==> src/sv/fodm_pkg.sv <==
`timescale 1ns / 1ps
`default_nettype none

package fodm_pkg;

    // Register map, by word index on the configuration port.
    localparam logic REG_DEADBAND = 1'b0;
    localparam logic REG_OFFSET   = 1'b1;

    // Values after reset.
    localparam logic [6:0] DEADBAND_RESET = 7'd21;
    localparam logic [8:0] OFFSET_RESET   = 9'd45;

    // Degrees in a full turn and in a quarter turn.
    localparam logic [9:0] DEG_FULL    = 10'd360;
    localparam logic [8:0] DEG_QUARTER = 9'd90;
    localparam int         TAB_LAST    = 90;

    // Pi in Q30, used to build the quarter-wave sine table.
    localparam longint unsigned PI_Q30 = 64'd3373259426;

    // Configuration seen by the datapath.
    typedef struct packed {
        logic [6:0] deadband;
        logic [8:0] offset;
    } t_cfg;

    // Quarter-wave table address and sign for one angle.
    typedef struct packed {
        logic       neg;
        logic [6:0] idx;
    } t_quad;

    // Multiply a Q30 term by x twice, keeping Q30 after each product.
    function automatic longint unsigned sq_step(input longint unsigned term,
                                                input longint unsigned x);
        longint unsigned t;
        t = (term * x) >> 30;
        return (t * x) >> 30;
    endfunction

    // Sine of d degrees in Q1.frac, evaluated at elaboration time only.
    // A Q30 Taylor series with thirteen terms, then rounded half up.
    function automatic longint quarter_sin(input int d, input int frac);
        longint unsigned x;
        longint unsigned term;
        longint unsigned sum;
        x = (PI_Q30 * 64'(d) + 64'd90) / 64'd180;
        sum = x;
        term = sq_step(x, x) / 64'd6;
        sum = sum - term;
        term = sq_step(term, x) / 64'd20;
        sum = sum + term;
        term = sq_step(term, x) / 64'd42;
        sum = sum - term;
        term = sq_step(term, x) / 64'd72;
        sum = sum + term;
        term = sq_step(term, x) / 64'd110;
        sum = sum - term;
        term = sq_step(term, x) / 64'd156;
        sum = sum + term;
        term = sq_step(term, x) / 64'd210;
        sum = sum - term;
        term = sq_step(term, x) / 64'd272;
        sum = sum + term;
        term = sq_step(term, x) / 64'd342;
        sum = sum - term;
        term = sq_step(term, x) / 64'd420;
        sum = sum + term;
        term = sq_step(term, x) / 64'd506;
        sum = sum - term;
        term = sq_step(term, x) / 64'd600;
        sum = sum + term;
        return longint'((sum + (64'd1 << (29 - frac))) >> (30 - frac));
    endfunction

    // Fold an angle in 0..359 onto the first quadrant of the sine table.
    function automatic t_quad quad_of(input logic [8:0] a);
        t_quad q;
        logic [8:0] v;
        q.neg = 1'b0;
        v = a;
        if (a <= DEG_QUARTER) begin
            v = a;
        end else if (a <= 9'd180) begin
            v = 9'd180 - a;
        end else if (a <= 9'd270) begin
            v = a - 9'd180;
            q.neg = 1'b1;
        end else begin
            v = 9'(DEG_FULL) - a;
            q.neg = 1'b1;
        end
        q.idx = v[6:0];
        return q;
    endfunction

endpackage

`default_nettype wire

==> src/sv/field_oriented_omni_drive_mixer.sv <==
// Accepted items pass through five register stages, each with its own valid bit,
// to their wheel commands at the outputs; one item per cycle while not stalled.
// A stall at the output holds the pipeline, and empty stages still fill behind it.
// Reset (synchronous, active low) empties the pipeline and loads the deadband
// with 21 and the heading offset with 45.
`timescale 1ns / 1ps
`default_nettype none

module field_oriented_omni_drive_mixer #(
    parameter int TRIG_FRAC_BITS = 14
) (
    input  wire logic              i_clk,
    input  wire logic              i_rst_n,
    input  wire logic              psel,
    input  wire logic              penable,
    input  wire logic              pwrite,
    input  wire logic [2:0]        paddr,
    input  wire logic [31:0]       pwdata,
    output logic [31:0]            prdata,
    output logic                   pready,
    input  wire logic              i_valid,
    output logic                   o_stall,
    input  wire logic signed [7:0] i_spin_stick,
    input  wire logic signed [7:0] i_drive_x,
    input  wire logic signed [7:0] i_drive_y,
    input  wire logic [8:0]        i_robot_heading,
    output logic                   o_valid,
    input  wire logic              i_stall,
    output logic signed [8:0]      o_front_right_cmd,
    output logic signed [8:0]      o_front_left_cmd,
    output logic signed [8:0]      o_back_left_cmd,
    output logic signed [8:0]      o_back_right_cmd
);

    fodm_pkg::t_cfg                   w_cfg;
    logic                             w_mid_valid;
    logic                             w_mid_stall;
    logic signed [7:0]                w_jx;
    logic signed [7:0]                w_jy;
    logic signed [TRIG_FRAC_BITS+1:0] w_sin;
    logic signed [TRIG_FRAC_BITS+1:0] w_cos;
    logic signed [6:0]                w_spin;

    // Configuration registers.
    fodm_cfg u_cfg (
        .i_clk   (i_clk),
        .i_rst_n (i_rst_n),
        .psel    (psel),
        .penable (penable),
        .pwrite  (pwrite),
        .paddr   (paddr),
        .pwdata  (pwdata),
        .prdata  (prdata),
        .pready  (pready),
        .o_cfg   (w_cfg)
    );

    // Stick scaling, spin deadband and trig lookup.
    fodm_prep #(
        .TRIG_FRAC_BITS (TRIG_FRAC_BITS)
    ) u_prep (
        .i_clk           (i_clk),
        .i_rst_n         (i_rst_n),
        .i_cfg           (w_cfg),
        .i_valid         (i_valid),
        .o_stall         (o_stall),
        .i_spin_stick    (i_spin_stick),
        .i_drive_x       (i_drive_x),
        .i_drive_y       (i_drive_y),
        .i_robot_heading (i_robot_heading),
        .o_valid         (w_mid_valid),
        .i_stall         (w_mid_stall),
        .o_jx            (w_jx),
        .o_jy            (w_jy),
        .o_sin           (w_sin),
        .o_cos           (w_cos),
        .o_spin          (w_spin)
    );

    // Rotation and wheel mixing.
    fodm_rot #(
        .TRIG_FRAC_BITS (TRIG_FRAC_BITS)
    ) u_rot (
        .i_clk             (i_clk),
        .i_rst_n           (i_rst_n),
        .i_valid           (w_mid_valid),
        .o_stall           (w_mid_stall),
        .i_jx              (w_jx),
        .i_jy              (w_jy),
        .i_sin             (w_sin),
        .i_cos             (w_cos),
        .i_spin            (w_spin),
        .o_valid           (o_valid),
        .i_stall           (i_stall),
        .o_front_right_cmd (o_front_right_cmd),
        .o_front_left_cmd  (o_front_left_cmd),
        .o_back_left_cmd   (o_back_left_cmd),
        .o_back_right_cmd  (o_back_right_cmd)
    );

endmodule

`default_nettype wire

==> src/sv/fodm_cfg.sv <==
`timescale 1ns / 1ps
`default_nettype none

module fodm_cfg (
    input  wire logic           i_clk,
    input  wire logic           i_rst_n,
    input  wire logic           psel,
    input  wire logic           penable,
    input  wire logic           pwrite,
    input  wire logic [2:0]     paddr,
    input  wire logic [31:0]    pwdata,
    output logic [31:0]         prdata,
    output logic                pready,
    output fodm_pkg::t_cfg      o_cfg
);

    logic [6:0] r_deadband;
    logic [8:0] r_offset;
    logic       w_wr;
    logic       w_sel;

    assign pready = 1'b1;
    assign w_wr   = psel & penable & pwrite;
    assign w_sel  = paddr[2];

    // Register writes in the access phase.
    always_ff @(posedge i_clk) begin
        if (!i_rst_n) begin
            r_deadband <= fodm_pkg::DEADBAND_RESET;
            r_offset   <= fodm_pkg::OFFSET_RESET;
        end else if (w_wr) begin
            case (w_sel)
                fodm_pkg::REG_DEADBAND: r_deadband <= pwdata[6:0];
                fodm_pkg::REG_OFFSET:   r_offset   <= pwdata[8:0];
                default: ;
            endcase
        end
    end

    // Read back.
    always_comb begin
        case (w_sel)
            fodm_pkg::REG_DEADBAND: prdata = {25'd0, r_deadband};
            fodm_pkg::REG_OFFSET:   prdata = {23'd0, r_offset};
            default:                prdata = 32'd0;
        endcase
    end

    assign o_cfg = {r_deadband, r_offset};

endmodule

`default_nettype wire

==> src/sv/fodm_prep.sv <==
`timescale 1ns / 1ps
`default_nettype none

module fodm_prep #(
    parameter int TRIG_FRAC_BITS = 14
) (
    input  wire logic                          i_clk,
    input  wire logic                          i_rst_n,
    input  wire fodm_pkg::t_cfg                i_cfg,
    input  wire logic                          i_valid,
    output logic                               o_stall,
    input  wire logic signed [7:0]             i_spin_stick,
    input  wire logic signed [7:0]             i_drive_x,
    input  wire logic signed [7:0]             i_drive_y,
    input  wire logic [8:0]                    i_robot_heading,
    output logic                               o_valid,
    input  wire logic                          i_stall,
    output logic signed [7:0]                  o_jx,
    output logic signed [7:0]                  o_jy,
    output logic signed [TRIG_FRAC_BITS+1:0]   o_sin,
    output logic signed [TRIG_FRAC_BITS+1:0]   o_cos,
    output logic signed [6:0]                  o_spin
);

    localparam int SW = TRIG_FRAC_BITS + 2;

    // Quarter-wave sine table, constant.
    logic signed [SW-1:0] w_tab [0:fodm_pkg::TAB_LAST];

    for (genvar gi = 0; gi <= fodm_pkg::TAB_LAST; gi++) begin : g_tab
        localparam logic signed [SW-1:0] TAB_VAL =
            SW'(fodm_pkg::quarter_sin(gi, TRIG_FRAC_BITS));
        assign w_tab[gi] = TAB_VAL;
    end

    logic w_en1;
    logic w_en2;
    logic r1_v;
    logic r2_v;

    // Stage advance: a stage moves when it is empty or its successor moves.
    assign w_en2   = !r2_v || !i_stall;
    assign w_en1   = !r1_v || w_en2;
    assign o_stall = !w_en1;
    assign o_valid = r2_v;

    // Stage 1: magnitudes, scale by 100, spin term and rotation angle.
    logic [7:0]        n_mx;
    logic [7:0]        n_my;
    logic [7:0]        n_ms;
    logic [15:0]       n_sp3;
    logic [5:0]        n_q3;
    logic signed [6:0] n_spin;
    logic [8:0]        n_hd;
    logic [8:0]        n_off;
    logic [9:0]        n_sum;
    logic [8:0]        n_t;
    logic [8:0]        n_ang;

    always_comb begin
        n_mx  = i_drive_x[7] ? 8'(-i_drive_x) : 8'(i_drive_x);
        n_my  = i_drive_y[7] ? 8'(-i_drive_y) : 8'(i_drive_y);
        n_ms  = i_spin_stick[7] ? 8'(-i_spin_stick) : 8'(i_spin_stick);
        // Divide by 3 as a multiply by 171/512, exact for magnitudes up to 128.
        n_sp3 = 16'(n_ms) * 16'd171;
        n_q3  = n_sp3[14:9];
        if (n_ms > {1'b0, i_cfg.deadband}) begin
            n_spin = i_spin_stick[7] ? -7'(n_q3) : 7'(n_q3);
        end else begin
            n_spin = 7'sd0;
        end
        n_hd  = (i_robot_heading >= 9'(fodm_pkg::DEG_FULL))
              ? i_robot_heading - 9'(fodm_pkg::DEG_FULL) : i_robot_heading;
        n_off = (i_cfg.offset >= 9'(fodm_pkg::DEG_FULL))
              ? i_cfg.offset - 9'(fodm_pkg::DEG_FULL) : i_cfg.offset;
        n_sum = 10'(n_hd) + 10'(n_off);
        n_t   = (n_sum >= fodm_pkg::DEG_FULL) ? 9'(n_sum - fodm_pkg::DEG_FULL) : n_sum[8:0];
        n_ang = (n_t == 9'd0) ? 9'd0 : 9'(fodm_pkg::DEG_FULL) - n_t;
    end

    logic [13:0]       r1_px;
    logic [13:0]       r1_py;
    logic              r1_xneg;
    logic              r1_yneg;
    logic signed [6:0] r1_spin;
    logic [8:0]        r1_ang;

    always_ff @(posedge i_clk) begin
        if (!i_rst_n) begin
            r1_v <= 1'b0;
        end else if (w_en1) begin
            r1_v <= i_valid;
        end
    end

    always_ff @(posedge i_clk) begin
        if (w_en1) begin
            r1_px   <= 14'(n_mx) * 14'd100;
            r1_py   <= 14'(n_my) * 14'd100;
            r1_xneg <= i_drive_x[7];
            // The y axis is negated, so a negative stick gives a positive value.
            r1_yneg <= !i_drive_y[7];
            r1_spin <= n_spin;
            r1_ang  <= n_ang;
        end
    end

    // Stage 2: divide by 127 and look up sine and cosine.
    logic [21:0]          n_x129;
    logic [21:0]          n_y129;
    logic [6:0]           n_qx0;
    logic [6:0]           n_qy0;
    logic [13:0]          n_rx;
    logic [13:0]          n_ry;
    logic [6:0]           n_qx;
    logic [6:0]           n_qy;
    logic [9:0]           n_a90;
    logic [8:0]           n_ac;
    fodm_pkg::t_quad      n_qs;
    fodm_pkg::t_quad      n_qc;
    logic signed [SW-1:0] n_sv;
    logic signed [SW-1:0] n_cv;

    always_comb begin
        // 129/16384 is just under 1/127, so the estimate is low by at most one.
        n_x129 = 22'(r1_px) * 22'd129;
        n_y129 = 22'(r1_py) * 22'd129;
        n_qx0  = n_x129[20:14];
        n_qy0  = n_y129[20:14];
        n_rx   = r1_px - ((14'(n_qx0) << 7) - 14'(n_qx0));
        n_ry   = r1_py - ((14'(n_qy0) << 7) - 14'(n_qy0));
        n_qx   = (n_rx >= 14'd127) ? n_qx0 + 7'd1 : n_qx0;
        n_qy   = (n_ry >= 14'd127) ? n_qy0 + 7'd1 : n_qy0;
        // Cosine is the sine ninety degrees on.
        n_a90  = 10'(r1_ang) + 10'(fodm_pkg::DEG_QUARTER);
        n_ac   = (n_a90 >= fodm_pkg::DEG_FULL) ? 9'(n_a90 - fodm_pkg::DEG_FULL) : n_a90[8:0];
        n_qs   = fodm_pkg::quad_of(r1_ang);
        n_qc   = fodm_pkg::quad_of(n_ac);
        n_sv   = n_qs.neg ? -w_tab[n_qs.idx] : w_tab[n_qs.idx];
        n_cv   = n_qc.neg ? -w_tab[n_qc.idx] : w_tab[n_qc.idx];
    end

    always_ff @(posedge i_clk) begin
        if (!i_rst_n) begin
            r2_v <= 1'b0;
        end else if (w_en2) begin
            r2_v <= r1_v;
        end
    end

    always_ff @(posedge i_clk) begin
        if (w_en2) begin
            o_jx   <= r1_xneg ? -8'(n_qx) : 8'(n_qx);
            o_jy   <= r1_yneg ? -8'(n_qy) : 8'(n_qy);
            o_sin  <= n_sv;
            o_cos  <= n_cv;
            o_spin <= r1_spin;
        end
    end

endmodule

`default_nettype wire

==> src/sv/fodm_rot.sv <==
`timescale 1ns / 1ps
`default_nettype none

module fodm_rot #(
    parameter int TRIG_FRAC_BITS = 14
) (
    input  wire logic                               i_clk,
    input  wire logic                               i_rst_n,
    input  wire logic                               i_valid,
    output logic                                    o_stall,
    input  wire logic signed [7:0]                  i_jx,
    input  wire logic signed [7:0]                  i_jy,
    input  wire logic signed [TRIG_FRAC_BITS+1:0]   i_sin,
    input  wire logic signed [TRIG_FRAC_BITS+1:0]   i_cos,
    input  wire logic signed [6:0]                  i_spin,
    output logic                                    o_valid,
    input  wire logic                               i_stall,
    output logic signed [8:0]                       o_front_right_cmd,
    output logic signed [8:0]                       o_front_left_cmd,
    output logic signed [8:0]                       o_back_left_cmd,
    output logic signed [8:0]                       o_back_right_cmd
);

    localparam int PW = TRIG_FRAC_BITS + 10;
    localparam int SUMW = PW + 1;
    localparam logic signed [SUMW-1:0] RND =
        SUMW'((64'd1 << TRIG_FRAC_BITS) - 64'd1);

    logic w_en3;
    logic w_en4;
    logic w_en5;
    logic r3_v;
    logic r4_v;
    logic r5_v;

    // Stage advance: a stage moves when it is empty or its successor moves.
    assign w_en5   = !r5_v || !i_stall;
    assign w_en4   = !r4_v || w_en5;
    assign w_en3   = !r3_v || w_en4;
    assign o_stall = !w_en3;
    assign o_valid = r5_v;

    always_ff @(posedge i_clk) begin
        if (!i_rst_n) begin
            r3_v <= 1'b0;
            r4_v <= 1'b0;
            r5_v <= 1'b0;
        end else begin
            if (w_en3) begin
                r3_v <= i_valid;
            end
            if (w_en4) begin
                r4_v <= r3_v;
            end
            if (w_en5) begin
                r5_v <= r4_v;
            end
        end
    end

    // Stage 3: the four rotation products.
    logic signed [PW-1:0] r3_xc;
    logic signed [PW-1:0] r3_ys;
    logic signed [PW-1:0] r3_xs;
    logic signed [PW-1:0] r3_yc;
    logic signed [6:0]    r3_spin;

    always_ff @(posedge i_clk) begin
        if (w_en3) begin
            r3_xc   <= PW'(i_jx) * PW'(i_cos);
            r3_ys   <= PW'(i_jy) * PW'(i_sin);
            r3_xs   <= PW'(i_jx) * PW'(i_sin);
            r3_yc   <= PW'(i_jy) * PW'(i_cos);
            r3_spin <= i_spin;
        end
    end

    // Stage 4: full-precision sums of the rotated vector.
    logic signed [SUMW-1:0] r4_rxs;
    logic signed [SUMW-1:0] r4_rys;
    logic signed [6:0]      r4_spin;

    always_ff @(posedge i_clk) begin
        if (w_en4) begin
            r4_rxs  <= SUMW'(r3_xc) - SUMW'(r3_ys);
            r4_rys  <= SUMW'(r3_xs) + SUMW'(r3_yc);
            r4_spin <= r3_spin;
        end
    end

    // Stage 5: truncate toward zero and mix in the spin term.
    logic signed [SUMW-1:0] n_rxb;
    logic signed [SUMW-1:0] n_ryb;
    logic signed [SUMW-1:0] n_rxq;
    logic signed [SUMW-1:0] n_ryq;
    logic signed [9:0]      n_rx;
    logic signed [9:0]      n_ry;
    logic signed [9:0]      n_sp;
    logic signed [9:0]      n_fr;
    logic signed [9:0]      n_fl;
    logic signed [9:0]      n_bl;
    logic signed [9:0]      n_br;

    always_comb begin
        n_rxb = r4_rxs + (r4_rxs[SUMW-1] ? RND : SUMW'(0));
        n_ryb = r4_rys + (r4_rys[SUMW-1] ? RND : SUMW'(0));
        n_rxq = n_rxb >>> TRIG_FRAC_BITS;
        n_ryq = n_ryb >>> TRIG_FRAC_BITS;
        n_rx  = n_rxq[9:0];
        n_ry  = n_ryq[9:0];
        n_sp  = 10'(r4_spin);
        n_fr  = -n_rx - n_sp;
        n_fl  = n_ry - n_sp;
        n_bl  = -n_rx + n_sp;
        n_br  = n_ry + n_sp;
    end

    always_ff @(posedge i_clk) begin
        if (w_en5) begin
            o_front_right_cmd <= n_fr[8:0];
            o_front_left_cmd  <= n_fl[8:0];
            o_back_left_cmd   <= n_bl[8:0];
            o_back_right_cmd  <= n_br[8:0];
        end
    end

endmodule

`default_nettype wire

==> config.mk <==
export PLATFORM = sky130hd
export DESIGN_NAME = field_oriented_omni_drive_mixer
export DESIGN_NICKNAME = d
export VERILOG_FILES = /design/src/sv/fodm_pkg.sv /design/src/sv/field_oriented_omni_drive_mixer.sv /design/src/sv/fodm_cfg.sv /design/src/sv/fodm_prep.sv /design/src/sv/fodm_rot.sv
export SDC_FILE = /design/constraint.sdc
export NUM_CORES = 2
export LEC_CHECK = 0
export BUFFER_PORTS_ARGS = -buffer_cell sky130_fd_sc_hd__buf_2
export CAP_MARGIN = 20
export CORE_UTILIZATION = 50
export DETAILED_ROUTE_END_ITERATION = 8
export PLACE_DENSITY = 0.7
export RECOVER_POWER = 100
export SETUP_SLACK_MARGIN = 0.05
export SLEW_MARGIN = 30
export SYNTH_ARGS = -nofsm -noshare
export SYNTH_HDL_FRONTEND = slang
export SYNTH_SLANG_ARGS = --single-unit
==> constraint.sdc <==
create_clock -name i_clk -period 8.1 [get_ports i_clk]
set_input_delay 0.81 -clock i_clk [delete_from_list [all_inputs] [get_ports i_clk]]
set_output_delay 0.81 -clock i_clk [all_outputs]
set_load 0.05 [all_outputs]
Yosys cells after proc, flatten, opt, wreduce, memory -nomap -nowiden
Memories as Yosys holds them, arrays and structs flattened. Index checks and enable logic that the tools add are counted.

Register bits after elaboration: 314. Latch bits: 0. RAM bits: 0. Memory bits (read-only): 4096. Input port bits: 75. Memories kept: 2.

Memory list: (no name shown) (depth 128, bits a word 16, read ports 1, clocked after memory_dff 0, write ports 0, RTL line fodm_prep.sv:139) `n_sv = n_qs.neg ? -w_tab[n_qs.idx] : w_tab[n_qs.idx];`; (no name shown) (depth 128, bits a word 16, read ports 1, clocked after memory_dff 0, write ports 0, RTL line fodm_prep.sv:140) `n_cv = n_qc.neg ? -w_tab[n_qc.idx] : w_tab[n_qc.idx];`.

$add $sub $neg: 36. $mul: 9. Divide/modulo/power cells: 0. $lt $le $gt $ge: 15. Equality and inequality tests: 0. Shifts and indexed selects: 0. Mux-type cells: 31. Bitwise gates (word level): 5. Reductions and logical operators: 17.

Operators with widths (number): multiplier 8 x 16 -> 24 bit (4); two-way mux 16 bit (6); two-way mux 7 bit (10); one-hot mux 32 bit (2 select lines) (1); adder 23 bit (2); multiplier 12 x 8 -> 19 bit, second input constant (2); two-way mux 9 bit (4); subtractor 9 bit, second input constant (4); negator 16 bit (2); greater-or-equal comparator 14 x 7 -> 1 bit, second input constant (2); two-way mux 14 bit (2); subtractor 14 bit (2); subtractor 14 x 7 -> 14 bit (2); adder 24 x 24 -> 25 bit (1); subtractor 24 x 24 -> 25 bit (1); multiplier 8 x 5 -> 12 bit, second input constant (2); two-way mux 8 bit (3); negator 8 bit (3); greater-or-equal comparator 10 x 9 -> 1 bit, second input constant (2); adder 9 x 7 -> 9 bit (2); greater-or-equal comparator 9 bit, second input constant (2); <= comparator 9 x 7 -> 1 bit, second input constant (2); <= comparator 9 x 8 -> 1 bit, second input constant (2); <= comparator 9 bit, second input constant (2); other kinds (23) (48).

Depth between registers and ports, before layout
Word-level depth: 13. Depth in mapped cells: 35.

Hierarchy
Synthesis repeated with hierarchy kept, for this count alone.

Cell total of the unflattened synthesis: 4954. Area, all modules: 45339.7 µm².

Modules (own cells, without submodules): fodm_rot (times used 1, cells each 2975, area each 28795.1 µm², seq. area each 5825.6 µm²); fodm_prep (times used 1, cells each 1875, area each 15553.7 µm², seq. area each 2952.8 µm²); fodm_cfg (times used 1, cells each 104, area each 991.0 µm², seq. area each 320.3 µm²).

Least setup slack after synthesis
No wires, ideal clock.

Path kind: flip-flop to flip-flop. Start point: reg u_prep.r1_py[12]. End point: reg u_prep.o_jy[6], data pin. Library setup time: 0.264 ns. Data arrival time: 6.583 ns. Data required time: 7.836 ns. Path slack: 1.253 ns. Stages on the path, launching flop included: 32. Path buffers: 0. Period minus slack after synthesis: 6.847 ns. Path through: edfxtp_1 ha_1 ha_1 ha_1 and3_1 a31oi_1 o21bai_1 a21oi_1 o21bai_1 and2_1 ha_1 inv_1 ha_1 inv_1 ha_1 nor2b_1 o21ai_0 a21boi_0 o21ai_0 a21boi_0 o21ai_0 a21boi_0 o21a_1 or3_1 a2111oi_2 mux2i_1 ha_1 nand3_1 or3_1 nand2_1 a31oi_1 xor2_1.

Cells in the longest elaborated chain, start to end: 7. Elaborated cells on any way between the ends: 8. Those cells by class: add/sub (4); mul (1); order compare (1); mux (2).

RTL lines: from (decl) (RTL line fodm_prep.sv:82) `logic [13:0] r1_py;`; from (signal assigned) (RTL line fodm_prep.sv:99) `r1_py <= 14'(n_my) * 14'd100;`; multiplier 12 x 8 -> 19 bit (RTL line fodm_prep.sv:127) `n_y129 = 22'(r1_py) * 22'd129;`; subtractor 14 x 7 -> 14 bit (RTL line fodm_prep.sv:131) `n_ry = r1_py - ((14'(n_qy0) << 7) - 14'(n_qy0));`; subtractor 14 bit (RTL line fodm_prep.sv:131); greater-or-equal comparator 14 x 7 -> 1 bit (RTL line fodm_prep.sv:133) `n_qy = (n_ry >= 14'd127) ? n_qy0 + 7'd1 : n_qy0;`; two-way mux 7 bit * (RTL line fodm_prep.sv:133); negator 7 -> 8 bit (RTL line fodm_prep.sv:154) `o_jy <= r1_yneg ? -8'(n_qy) : 8'(n_qy);`; two-way mux 7 bit * (RTL line fodm_prep.sv:154); to (signal assigned) (RTL line fodm_prep.sv:154); to (decl) (RTL line fodm_prep.sv:19) `output logic signed [7:0] o_jy,`.

Every way passes the cells marked *; elsewhere a longest branch is shown, timed or not. A chain may end at the register's enable or synchronous reset.

Final worst setup path
Start point: reg u_prep.r1_ang[2]. End point: reg u_prep.o_cos[13], data pin.

Cells in the longest elaborated chain, start to end: 13. Elaborated cells on any way between the ends: 21. Those cells by class: add/sub (6); order compare (4); mux (9); bitwise (1); memory (1).

RTL lines: from (decl) (RTL line fodm_prep.sv:86) `logic [8:0] r1_ang;`; from (signal assigned) (RTL line fodm_prep.sv:104) `r1_ang <= n_ang;`; adder 9 x 7 -> 10 bit * (RTL line fodm_prep.sv:135) `n_a90 = 10'(r1_ang) + 10'(fodm_pkg::DEG_QUARTER);`; subtractor 9 bit or greater-or-equal comparator 10 x 9 -> 1 bit (tied branches) (RTL line fodm_prep.sv:136) `n_ac = (n_a90 >= fodm_pkg::DEG_FULL) ? 9'(n_a90 - fodm_pkg::DEG_FULL) : n_a90[8:0];`; two-way mux 9 bit * (RTL line fodm_prep.sv:136); <= comparator 9 bit, or another cell as far along (RTL line fodm_pkg.sv:87) `end else if (a <= 9'd270) begin`; two-way mux 7 bit (RTL line fodm_pkg.sv:87); two-way mux 7 bit (RTL line fodm_pkg.sv:85) `end else if (a <= 9'd180) begin`; two-way mux 7 bit (RTL line fodm_pkg.sv:83) `if (a <= DEG_QUARTER) begin`; NOT 7 -> 8 bit (implied by the code) (RTL line fodm_prep.sv:140); memory read (128 x 16 bit); two-way mux 16 bit (implied by the code) (2 in a row) (RTL line fodm_prep.sv:140); negator 16 bit (RTL line fodm_prep.sv:140); two-way mux 16 bit * (RTL line fodm_prep.sv:140); named net u_prep.n_cv[13] (RTL line fodm_prep.sv:122) `logic signed [SW-1:0] n_cv;`; to (signal assigned) (RTL line fodm_prep.sv:156) `o_cos <= n_cv;`; to (decl) (RTL line fodm_prep.sv:21) `output logic signed [TRIG_FRAC_BITS+1:0] o_cos,`.

The timed path passes the listed nets; every way through them passes the cells marked *. The select of a mux whose other input is x is not followed.

==> metrics.txt <==
# TYPE chip_impl_metric gauge
chip_impl_info{name="status",value="finished, violations left"} 1
chip_impl_info{name="failing_checks",value="max-capacitance violations, max-slew violations"} 1
chip_impl_info{name="grt_setup_unrepaired",value="false"} 1
chip_impl_info{name="synth_flop_cell",value="sky130_fd_sc_hd__edfxtp_1"} 1
chip_impl_metric{name="post_cts_buffers",unit=""} 0
chip_impl_info{name="cts_tree",value="done"} 1
chip_impl_metric{name="detail_route.vias_per_cell",unit=""} 5.561
chip_impl_metric{name="drt_pre_antenna_iters",unit=""} 6
chip_impl_metric{name="drc",unit=""} 0
chip_impl_info{name="endpoint",value="u_prep.o_cos[13]"} 1
chip_impl_metric{name="relSlewSlack",unit="%"} -129.2
chip_impl_metric{name="async_reset_ff_share",unit="%"} 0
chip_impl_metric{name="synth_seq_cells",unit=""} 310
chip_impl_metric{name="cts_hold_buffers",unit=""} 0
chip_impl_metric{name="setup_skew_after_layout",unit="ns"} 0.02199
chip_impl_metric{name="die_h",unit="µm"} 298.5
chip_impl_metric{name="wl",unit="µm"} 104100
chip_impl_metric{name="netlist_area",unit="mm²"} 0.04397
chip_impl_metric{name="antenna_violating_nets_post_route",unit=""} 0
chip_impl_info{name="yosys-top-cells-area",value="sky130_fd_sc_hd__fa_1, sky130_fd_sc_hd__edfxtp_1, sky130_fd_sc_hd__ha_1, sky130_fd_sc_hd__inv_1, sky130_fd_sc_hd__xnor2_1"} 1
chip_impl_metric{name="drt-wirelength-per-cell",unit="µm"} 17.43
chip_impl_metric{name="worst_ep_required_time",unit="ns"} 8.43
chip_impl_metric{name="hold_vio_cnt_final",unit=""} 0
chip_impl_metric{name="fp.dieW",unit="µm"} 298.5
chip_impl_metric{name="num_io_pins",unit=""} 146
chip_impl_metric{name="via_count_of_the_first_global_routing_pass",unit=""} 34080
chip_impl_metric{name="1st_iter_drt_viols",unit=""} 2258
chip_impl_metric{name="final_net_count",unit=""} 5809
chip_impl_metric{name="slew_viol_final",unit=""} 297
chip_impl_metric{name="place_congestion",unit=""} 0.8940
chip_impl_info{name="cells_along_the_critical_path",value="ha_1 -> xnor2_2 -> inv_1 -> ha_1 -> or4_1 -> and4_1 -> a31oi_1 -> o21ai_2 -> a21oi_4 -> a21oi_1 -> mux2i_1 -> buf_4 -> ha_1 -> a32oi_1 -> nor2_1 -> a311oi_1 -> a21oi_1 -> a21boi_0 -> a221oi_1 -> nand4b_4 -> or4_1 -> o211a_1"} 1
chip_impl_metric{name="totalNegativeSetupSlack",unit="ns"} 0
chip_impl_info{name="most_frequent_cells_in_the_layout",value="sky130_fd_sc_hd__inv_1, sky130_fd_sc_hd__ha_1, sky130_fd_sc_hd__fa_1"} 1
chip_impl_metric{name="max_stage_delay",unit="ns"} 0.72
chip_impl_info{name="crit_path_start",value="u_prep.r1_ang[2]"} 1
chip_impl_metric{name="initial_utilization",unit="%"} 50.60
chip_impl_metric{name="syn_avg_cell_area",unit="µm²"} 9.215
chip_impl_metric{name="timing.final.crit_period",unit="ns"} 7.599
chip_impl_metric{name="core-area",unit="mm²"} 0.08689
chip_impl_metric{name="drive_gt1_share",unit="%"} 5.459
chip_impl_metric{name="overflow",unit=""} 0
chip_impl_info{name="critPathSlowestCell",value="sky130_fd_sc_hd__a21oi_4"} 1
chip_impl_metric{name="post_cts_resize_count",unit=""} 0
chip_impl_metric{name="htree_num_levels",unit=""} 2
chip_impl_metric{name="yosys_warnings",unit=""} 0
chip_impl_info{name="commonest_non_fill_non_tap_cell_in_the_layout",value="sky130_fd_sc_hd__inv_1"} 1
chip_impl_metric{name="max_freq",unit="MHz"} 131.6
chip_impl_info{name="crit_top_cell",value="sky130_fd_sc_hd__ha_1"} 1
chip_impl_metric{name="number_of_enable_type_register_cells_in_the_synthesized_netlist",unit=""} 289
chip_impl_metric{name="syn2layout_area_growth",unit="%"} 6.406
chip_impl_metric{name="die_area",unit="mm²"} 0.08912
chip_impl_metric{name="num_rows",unit=""} 108
chip_impl_metric{name="finalSetupViolations",unit=""} 0
chip_impl_info{name="cp-end-kind",value="register"} 1
chip_impl_metric{name="drv_cap",unit=""} 6
chip_impl_metric{name="max_slew.worst_pin.slew",unit="ns"} 3.439
chip_impl_metric{name="clock_latency",unit="ns"} 0.58
chip_impl_info{name="largest_area_contributor_in_the_synthesized_netlist",value="sky130_fd_sc_hd__fa_1"} 1
chip_impl_metric{name="antenna-diode-count",unit=""} 0
chip_impl_metric{name="clk_pin_slew",unit="ns"} 0.07
chip_impl_metric{name="timing.reg2reg.worst_path_depth",unit=""} 22
chip_impl_metric{name="ctsLongestPathBuffers",unit=""} 3
chip_impl_info{name="regToRegEndpoint",value="u_prep.o_cos[13]"} 1
chip_impl_metric{name="worstPathMaxFanout",unit=""} 28
chip_impl_metric{name="grt_util_all_layers",unit="%"} 23.61
chip_impl_metric{name="grt_start_max_net_pins",unit=""} 68
chip_impl_metric{name="cp.arrival",unit="ns"} 7.93
chip_impl_metric{name="routed-via-count",unit=""} 33220
chip_impl_metric{name="synth.lib_cells_used.distinct",unit=""} 114
chip_impl_metric{name="post-synth-top-area-fraction",unit="%"} 19.90
chip_impl_metric{name="grt_antenna_before_repair",unit=""} 0
chip_impl_metric{name="dpl.hpwl",unit="µm"} 81450
chip_impl_info{name="critPathLaunchType",value="register"} 1
chip_impl_metric{name="buffer_ports.inserted",unit=""} 96
chip_impl_info{name="clock-root-buffer",value="sky130_fd_sc_hd__clkbuf_16"} 1
chip_impl_metric{name="synth_cells",unit=""} 4771
chip_impl_metric{name="fin_crit_share",unit="%"} 93.81
chip_impl_info{name="worst_r2r_startpoint",value="u_prep.r1_ang[2]"} 1
chip_impl_metric{name="clkSinkCount",unit=""} 310
chip_impl_metric{name="synth_sequential_area_ratio",unit="%"} 20.69
chip_impl_info{name="timing.hold.worst.class",value="reg -> reg"} 1
chip_impl_metric{name="r2r_slack",unit="ns"} 0.50
chip_impl_metric{name="grt_first_pass_wirelength",unit="µm"} 171300
chip_impl_info{name="timing.setup.critical_path_class",value="reg -> reg"} 1
chip_impl_metric{name="number_of_clock_buffers_inserted_by_tritoncts",unit=""} 38
synthesized netlist by cell type (all sizes together), types with 10 or more instances:
cell     count
clkbuf     125
a2111oi     10
a211oi      26
a31o        11
xnor2      238
o211ai      41
nand4       19
fa         437
nor3        72
and3        26
nand2b      76
a21o        51
or3         22
buf         88
a21oi      182
o31ai       16
nor2       297
ha         508
a31oi       21
o21bai      29
dfxtp       21
mux2        10
edfxtp     289
or2         13
o22ai       10
and2       327
a21boi      58
nor2b       31
o21a        21
o21ai      193
mux2i       29
inv        746
nor4        12
nand3       78
xor2        71
nand2      362
a221oi      11
worst min path at each step:
| stage | cells past startpoint | endpoint | slack (ns) | startpoint |
|---|---|---|---|---|
| floorplan | 0 | u_prep.o_spin[0] | 0.40 | u_prep.r1_spin[0] |
| global placement | 0 | u_rot.r3_spin[0] | 0.40 | u_prep.o_spin[0] |
| detailed placement | 0 | u_rot.r3_spin[5] | 0.40 | u_prep.o_spin[5] |
| CTS | 0 | u_rot.r3_spin[5] | 0.42 | u_prep.o_spin[5] |
| global route | 0 | u_rot.r3_spin[4] | 0.43 | u_prep.o_spin[4] |
| finish | 0 | u_rot.r3_spin[5] | 0.42 | u_prep.o_spin[5] |
through the flow:
stage	std cells	hold slack, ns	utilization [%]	setup WS, ns	instance area (µm²)
floorplan	4793	0.4003	-	1.253	44050
global placement	5902	0.4049	52.36	0.8769	45490
detailed placement	5902	0.4045	52.36	0.7339	45490
CTS	5971	0.4209	53.96	0.7145	46890
global route	5973	0.4277	53.84	0.04269	46780
finish	5973	0.4196	53.84	0.5010	46780
flip-flops by register name, summed over array words and instances (netlist names), 8 cells and up:
name                     flops
u_prep.o_jy                  8
u_prep.r1_ang                9
u_rot.r3_ys                 24
u_prep.r1_py                12
u_prep.o_jx                  8
u_rot.r4_rys                24
u_rot.r4_rxs                24
u_rot.r3_yc                 24
u_rot.r3_xs                 24
u_prep.o_cos                16
u_rot.o_front_right_cmd      8
u_prep.o_sin                16
u_cfg.r_offset               9
u_prep.r1_px                12
u_rot.o_front_left_cmd       8
u_rot.o_back_right_cmd       9
u_rot.r3_xc                 24
u_rot.o_back_left_cmd        9
cells by family after synthesis:
| family | share of synthesized area, % |
|---|---|
| other | 0.01708 |
| multiplexers | 1.232 |
| XOR/XNOR | 6.224 |
| adder cells (fa/ha/maj) | 34.35 |
| flip-flops | 20.69 |
| AO/OA/AOI/OAI | 12.96 |
| buffers and inverters | 8.760 |
| AND/OR/NAND/NOR | 15.75 |
critical path: cells and delay by family, from the launching register on:
family	cells	cell delay, ns
DFF	1	0.56
AOI/OAI and AO/OA	10	2.89
buffers and inverters	2	0.44
and+or+nand+nor	5	1.68
adders and majority gates	3	1.23
muxes	1	0.18
xor gates and xnor gates	1	0.36
area by class of cell:
cell class / instances / area [µm²]
tap: 1155 / 1445
sequential: 310 / 9099
clock buffer: 44 / 994.7
multi-input combinational: 3522 / 31100
inverter: 748 / 2811
timing repair buffer: 169 / 930.9
clock inverter: 25 / 401.6
fill: 7801 / 40110
metal layers:
metal  vias to the layer above  global-route usage [%]  part of all wire (%)
li1                      15900                       -                     -
met1                     16240                   31.13                    44
met2                       895                   40.69                    48
met3                       187                   2.632                   5.4
met4                         0                   7.131                   2.8
met5                         -                       0                     0
Power is left out: the tool's default activity adds up to more than one toggle a clock period on the data nets, which glitch-free logic cannot reach.
